--- src/hdl/lc2k_pkg.sv ---
// Shared types, constants and command/status structs of the LC-2K instruction step block.
package lc2k_pkg;

	localparam int unsigned MEM_WORDS_DEF = 65536;
	localparam int unsigned NUM_REGS      = 8;
	localparam int unsigned WORD_W        = 32;
	localparam int unsigned ADDR_W        = 16;
	localparam int unsigned STATUS_W      = 3;
	localparam int unsigned COUNT_W       = 16;
	localparam int unsigned REG_IDX_W     = 3;
	localparam int unsigned OPCODE_W      = 3;
	localparam int unsigned OFFSET_W      = 16;

	// Instruction word field positions.
	localparam int unsigned OPC_LSB  = 22;
	localparam int unsigned RA_LSB   = 19;
	localparam int unsigned RB_LSB   = 16;
	localparam int unsigned DEST_LSB = 0;

	localparam logic [COUNT_W-1:0] STEP_LIMIT_RESET = 16'd1000;

	typedef enum logic [1:0] {
		OP_MEM_WRITE,
		OP_EXECUTE,
		OP_MEM_READ,
		OP_REG_READ
	} item_op_t;

	typedef enum logic [STATUS_W-1:0] {
		ST_DONE,
		ST_HALT,
		ST_LIMIT,
		ST_STOPPED,
		ST_READ
	} status_t;

	typedef enum logic [OPCODE_W-1:0] {
		OPC_ADD,
		OPC_NOR,
		OPC_LW,
		OPC_SW,
		OPC_BEQ,
		OPC_JALR,
		OPC_HALT,
		OPC_NOOP
	} opcode_t;

	typedef enum logic [1:0] {
		WS_IN_ADDR,
		WS_DATA_ADDR,
		WS_NEXT_PC,
		WS_PC_INC
	} wrap_sel_t;

	typedef enum logic [1:0] {
		MA_CLEAR,
		MA_PC,
		MA_WRAP
	} mem_addr_sel_t;

	typedef enum logic [1:0] {
		MW_ZERO,
		MW_ITEM,
		MW_REG
	} mem_wdata_sel_t;

	typedef struct packed {
		logic           in_ready;
		logic           item_take;
		logic           mem_clear;
		logic           mem_rd;
		logic           mem_wr;
		mem_addr_sel_t  ma_sel;
		mem_wdata_sel_t mw_sel;
		logic           wrap_start;
		wrap_sel_t      wrap_sel;
		logic           rf_rd_item;
		logic           rf_rd_insn;
		logic           rf_wr_exec;
		logic           rf_wr_load;
		logic           cap_mem;
		logic           cap_reg;
		logic           exec_finish;
		logic           out_load;
	} lc2k_cmd_t;

	typedef struct packed {
		logic     in_valid;
		item_op_t in_op;
		logic     stopped;
		logic     clear_last;
		logic     wrap_done;
		opcode_t  opcode;
		logic     out_free;
	} lc2k_stat_t;

endpackage

--- src/hdl/lc2k_ctrl.sv ---
// Controller state machine that sequences the clearing pass, memory items and instruction steps.
module lc2k_ctrl (
	input  logic                  clk,
	input  logic                  arst_n,
	input  lc2k_pkg::lc2k_stat_t  stat,
	output lc2k_pkg::lc2k_cmd_t   cmd
);
	import lc2k_pkg::*;

	typedef enum logic [3:0] {
		S_CLEAR,
		S_IDLE,
		S_WR_WAIT,
		S_RD_WAIT,
		S_CAP_MEM,
		S_CAP_REG,
		S_DECODE,
		S_EXEC,
		S_DATA_WAIT,
		S_MEM_WB,
		S_PC_WAIT,
		S_RESP
	} state_t;

	state_t state_q;
	state_t state_next;

	always_comb begin
		cmd        = '0;
		state_next = state_q;
		unique case (state_q)
			S_CLEAR: begin
				cmd.mem_clear = 1'b1;
				cmd.ma_sel    = MA_CLEAR;
				cmd.mw_sel    = MW_ZERO;
				if (stat.clear_last) begin
					state_next = S_IDLE;
				end
			end
			S_IDLE: begin
				cmd.in_ready = 1'b1;
				if (stat.in_valid) begin
					cmd.item_take = 1'b1;
					unique case (stat.in_op)
						OP_MEM_WRITE: begin
							cmd.wrap_start = 1'b1;
							cmd.wrap_sel   = WS_IN_ADDR;
							state_next     = S_WR_WAIT;
						end
						OP_MEM_READ: begin
							cmd.wrap_start = 1'b1;
							cmd.wrap_sel   = WS_IN_ADDR;
							state_next     = S_RD_WAIT;
						end
						OP_REG_READ: begin
							cmd.rf_rd_item = 1'b1;
							state_next     = S_CAP_REG;
						end
						OP_EXECUTE: begin
							if (stat.stopped) begin
								state_next = S_RESP;
							end else begin
								// Instruction fetch overlaps the accept cycle.
								cmd.mem_rd = 1'b1;
								cmd.ma_sel = MA_PC;
								state_next = S_DECODE;
							end
						end
						default: begin
							state_next = S_RESP;
						end
					endcase
				end
			end
			S_WR_WAIT: begin
				if (stat.wrap_done) begin
					cmd.mem_wr = 1'b1;
					cmd.ma_sel = MA_WRAP;
					cmd.mw_sel = MW_ITEM;
					state_next = S_RESP;
				end
			end
			S_RD_WAIT: begin
				if (stat.wrap_done) begin
					cmd.mem_rd = 1'b1;
					cmd.ma_sel = MA_WRAP;
					state_next = S_CAP_MEM;
				end
			end
			S_CAP_MEM: begin
				cmd.cap_mem = 1'b1;
				state_next  = S_RESP;
			end
			S_CAP_REG: begin
				cmd.cap_reg = 1'b1;
				state_next  = S_RESP;
			end
			S_DECODE: begin
				cmd.rf_rd_insn = 1'b1;
				state_next     = S_EXEC;
			end
			S_EXEC: begin
				cmd.wrap_start = 1'b1;
				if (stat.opcode == OPC_LW || stat.opcode == OPC_SW) begin
					cmd.wrap_sel = WS_DATA_ADDR;
					state_next   = S_DATA_WAIT;
				end else begin
					cmd.rf_wr_exec = 1'b1;
					cmd.wrap_sel   = WS_NEXT_PC;
					state_next     = S_PC_WAIT;
				end
			end
			S_DATA_WAIT: begin
				if (stat.wrap_done) begin
					cmd.ma_sel = MA_WRAP;
					if (stat.opcode == OPC_SW) begin
						cmd.mem_wr = 1'b1;
						cmd.mw_sel = MW_REG;
					end else begin
						cmd.mem_rd = 1'b1;
					end
					state_next = S_MEM_WB;
				end
			end
			S_MEM_WB: begin
				cmd.wrap_start = 1'b1;
				cmd.wrap_sel   = WS_PC_INC;
				cmd.rf_wr_load = (stat.opcode == OPC_LW);
				state_next     = S_PC_WAIT;
			end
			S_PC_WAIT: begin
				if (stat.wrap_done) begin
					cmd.exec_finish = 1'b1;
					state_next      = S_RESP;
				end
			end
			S_RESP: begin
				if (stat.out_free) begin
					cmd.out_load = 1'b1;
					state_next   = S_IDLE;
				end
			end
			default: begin
				state_next = S_IDLE;
			end
		endcase
	end

	always_ff @(posedge clk or negedge arst_n) begin
		if (!arst_n) begin
			state_q <= S_CLEAR;
		end else begin
			state_q <= state_next;
		end
	end

endmodule

--- config.mk ---
export PLATFORM = sky130hd
export DESIGN_NAME = lc2k_ctrl
export DESIGN_NICKNAME = d
export VERILOG_FILES = /design/src/hdl/lc2k_pkg.sv /design/src/hdl/lc2k_ctrl.sv
export SDC_FILE = /design/constraint.sdc
export NUM_CORES = 1
export LEC_CHECK = 0
export BUFFER_PORTS_ARGS = -buffer_cell sky130_fd_sc_hd__buf_2
export CORE_MARGIN = 3
export CORE_UTILIZATION = 43
export CTS_CLUSTER_SIZE = 24
export DETAILED_ROUTE_END_ITERATION = 7
export PLACE_DENSITY_LB_ADDON = 0.25
export SYNTH_ARGS = -nofsm -noshare
export SYNTH_HDL_FRONTEND = slang
export SYNTH_SLANG_ARGS = --single-unit
--- constraint.sdc ---
create_clock -name clk -period 1.6 [get_ports clk]
set_input_delay 0.16 -clock clk [delete_from_list [all_inputs] [get_ports clk]]
set_output_delay 0.16 -clock clk [all_outputs]
set_load 0.01 [all_outputs]
==> results.toml, run 1 <==
[run_status]
outcome = "did not finish"
haltStage = "5_1_grt"
tool.error = "[ERROR DPL-0033] detailed placement checks failed during check placement."

[clock_tree]
cts_root_buffer = "clkbuf_4"
cts_buffer_depth = 2
numClockSinks = 4
cts_buffers = 3
h-tree-depth = 1

[logic_synthesis]
synth_cell_types = 35
syn_inst = 83
yosysWarnings = 0
syn_area_per_cell_sq_um = 7.281
synth_area_sq_um = 604.3
ys_ff_latch = 4
yosysSeqAreaShare = 0.1656
synth_nets = 95

[floorplan]
dieWidth_um = 43.49
ios = 32
start_util = 0.4969
die_height_um = 43.49
row_count = 12

[placed_design]
place_area_sq_um = 799.5
place_hpwl_um = 1479
gp_congestion = 0.8734
io_buffers = 31

[grt]
antenna_found_initial = 0
grt_max_degree = 9

[timing]
worst-ep-kind = "top-level output"
crit_endpoint = "cmd[16]"
synthesized netlist by cell type:
library cell	instances	area, sq um
o21ai_0	3	15.01
nor3b_1	1	7.510
nor2_1	8	30.03
or2_2	1	6.260
o21bai_1	1	7.510
inv_2	1	3.750
nand3b_1	1	7.510
a31o_2	2	17.52
a21oi_1	6	30.03
and2_1	3	18.77
a41oi_1	1	8.760
dfrtp_1	4	100.1
a22oi_1	2	15.01
nor4_1	3	18.77
xnor2_1	1	8.760
nand3_1	5	25.02
a22o_1	1	8.760
nor3_1	5	25.02
nand2_1	5	18.77
nor3_2	1	10.01
buf_6	1	11.26
nand2b_1	4	25.02
nand2b_4	1	13.76
o22ai_1	1	6.260
o22a_1	3	26.28
o32a_4	1	22.52
buf_4	1	7.510
nor2b_1	4	25.02
a41o_1	1	10.01
nor4b_4	1	23.77
clkbuf_1	1	3.750
mux2i_1	1	10.01
inv_1	4	15.01
buf_2	3	15.01
a31oi_1	1	6.260
through the flow:
stage,util,std cells,setup WS (ns)
after global placement,0.6574,130,0.04484
after CTS,0.7984,144,-0.1450
after floorplan,-,83,-0.002738
after detailed placement,0.6574,130,0.01760
repair_timing:
item	in CTS
gates cloned	0
pin swaps	3
setup buffers	11
endpoints found under the hold margin	4
setup endpoints to repair	17
resized for setup	17
hold buffers	1
kinds of logic after synthesis:
| logic type | after synthesis | synth area share |
|---|---|---|
| buffers and inverters | 11 | 0.09314 |
| muxes | 1 | 0.01656 |
| and+or+nand+nor | 43 | 0.4224 |
| xor gates and xnor gates | 1 | 0.01450 |
| DFF | 4 | 0.1656 |
| AOI/OAI and AO/OA | 23 | 0.2878 |
==> run 2: changes to the inputs <==
Settings changed: CORE_AREA set to 3 3 64 66, CORE_MARGIN 3 to not set, CORE_UTILIZATION 43 to not set, CTS_CLUSTER_SIZE 24 to not set, DIE_AREA set to 0 0 67 69, PLACE_DENSITY_LB_ADDON 0.25 to 0.15.
==> run 2 against run 1 <==
  * Synthesized cell count unchanged
  * The flow now finishes, with violations (setup timing)
  * Area after synthesis unchanged
==> results.toml, run 2 <==
[run_status]
outcome = "complete, but fails checks"
violations = "setup timing"

[placed_design]
place_hpwl_um = 1712
place_inst = 167
gp_congestion = 0.8212
io_buffers = 31

[timing]
skew_ns = 0.001412
rsz0062_at_grt = "true"
timing.final.ws_setup_ns = -0.07861
hold_slack_ns = 0.2848
fin_crit_ns = 1.679
finalCritPeriodShare = 1.049
tightest_slew_ns = 0.3200
max_freq_mhz = 595.7
relSlewSlack = 0.7849
hold_violations = 0
slew_violations = 0
final.setup.tns_ns = -0.08366
setup-violations-final = 2

[logic_synthesis]
synth_nets = 95
synth.most_common_cell = "nor2_1"
synthTopCellsByCount = "nor2_1, a21oi_1, nand2_1, nand3_1, nor3_1"
synth_top_cell_area_share = 0.1656
synth_flop_cell = "dfrtp_1"
ys_ff_latch = 4
synth_cell_types = 35
yosysWarnings = 0
synth_edf_count = 0
yosysTopAreaCell = "dfrtp_1"
synthTopCellsByArea = "dfrtp_1, a21oi_1, nor2_1"
yosysSeqAreaShare = 0.1656
synth_area_sq_um = 604.3
synth-async-reset-ratio = 1.000
syn_area_per_cell_sq_um = 7.281
syn_inst = 83

[setup_path]
cp.arrival_ns = 1.52
worstSetupEndpointType = "primary output"
crit_chain = "nor4b_4 > nand3_2 > nor3_2 > o21bai_1 > buf_2"
slowest_stage = "dfrtp_2"
worstPathMaxFanout = 3
worstSetupStartpointType = "register"
worstPathBufferInverterCount = 1
critPathKind = "register to primary output"
crit_required_ns = 1.44
crit_family = "simple AND/OR/NAND/NOR gates"
cpPeakStageDelay_ns = 0.42

[floorplan]
start_util = 0.1663
row_count = 22
design.core.area_sq_um = 3633
dieWidth_um = 67
ios = 32
die_height_um = 69
design.die.area_sq_um = 4623

[final_layout]
diodes = 0
multiInputGateArea_sq_um = 554.3
nets = 146
areaGrowthSynthToFinish_pct = 85.51
reg.largest.list = "state_q x4"
num-fill-cells = 416
final_common_cell = "buf_2"
top_register = "state_q"
largest_reg_flops = 4
final_layout_size_suffix_gt1_frac = 0.6364
layout_common_cells = "buf_2, buf_4, a21oi_1, buf_6"
post-route-util = 0.3085
layoutNonFillerInstCount = 180
register_area_sq_um = 103.9

[clock_tree]
path_clk_slew_ns = 0.03
clk_latency_ns = 0.22
cts_root_buffer = "clkbuf_8"
h-tree-depth = 1
numClockSinks = 4
cts_buffers = 3
cts_buffer_depth = 2
cts_tree = "yes"

[pwr]
power_density_nw_per_um2 = 1867
leakagePower_nw = 0.5248
power.total_mw = 2.093
irDropWorstVdd_uv = 533.1

[grt]
grt_first_pass_wirelength_um = 3532
grt_max_degree = 11
antenna_found_initial = 0
grt_pass1_vias = 775
track_usage = 0.09580
overflow = 0

[route]
firstDrtPassIters = 4
num_vias = 804
viasPerCell = 4.467
route.detailed.drc = 0
wl_per_cell_um = 13.30
ant_nets = 0
drtIter0Drc = 21
wl_um = 2394

[hold_path]
hp-class = "primary input to asynchronous set/reset pin"

[job]
cap_viol_max_count = 0
-- run 2: report_power, final --
group	leakage, nW	switching [mW]	total [mW]	internal, mW
sequential	0.0440	0.0599	0.219	0.159
clock	0.0216	0.0541	0.215	0.161
combinational	0.459	0.824	1.66	0.836
total	0.525	0.938	2.09	1.16
-- run 2: cell families after synthesis --
group,share of synthesized area
muxes,0.01656
DFF,0.1656
AOI/OAI and AO/OA,0.2878
and+or+nand+nor,0.4224
xor gates and xnor gates,0.01450
buffers and inverters,0.09314
-- run 2: per-stage QoR --
step | setup WS [ns] | instance area (sq um)
floorplan | -0.002738 | 604.3
global placement | 0.02719 | 864.6
detailed placement | 0.03132 | 864.6
CTS | -0.1153 | 1005
global route | -0.1486 | 1121
finish | -0.07861 | 1121
-- run 2: path summary, 6_finish.rpt --
kind / end / from / cells past startpoint / slack [ns]
worst max-delay path: cmd[16] / state_q[1] / 5 / -0.08
worst max register to register: state_q[0] / state_q[1] / 5 / 0.01
worst min register to register: state_q[0] / state_q[0] / 3 / 0.78
worst min-delay path: state_q[1] / arst_n / 2 / 0.28
max in group asynchronous: state_q[2] / arst_n / 2 / 1.18
min in group clk: state_q[3] / stat[7] / 3 / 0.37
-- run 2: metal layers --
layer  share of wire  GRT usage  vias up  wire [um]
met5               0          0        -          0
met4           0.011    0.02703        0         27
met3           0.054    0.02280        3        130
met2            0.48     0.1496       23       1157
met1            0.45     0.1291      376       1079
li1                -          -      402          -
-- run 2: cell type report --
type,count,area share
Clock buffer,3,0.03683
Inverter,5,0.01897
Multi-Input combinational cell,68,0.4944
Sequential cell,4,0.09263
Tap cell,48,0.05357
Timing Repair Buffer,52,0.3036
-- run 2: timing repair --
action                                 4_1_cts  5_1_grt
pin swaps                                    1        7
setup buffers                                6        4
hold buffers                                 1        0
endpoints found under the hold margin        4        0
gates resized for setup                     14       18
setup endpoints to repair                   11       15
-- run 2: worst reg2reg max path, stage by stage, from the launching register on --
cell,delay (ns)
dfrtp_2,0.42
buf_4,0.16
nor4_2,0.34
a41oi_2,0.12
a31o_4,0.31
mux2i_1,0.12
Note: power is estimated with default switching activity, not from simulation.
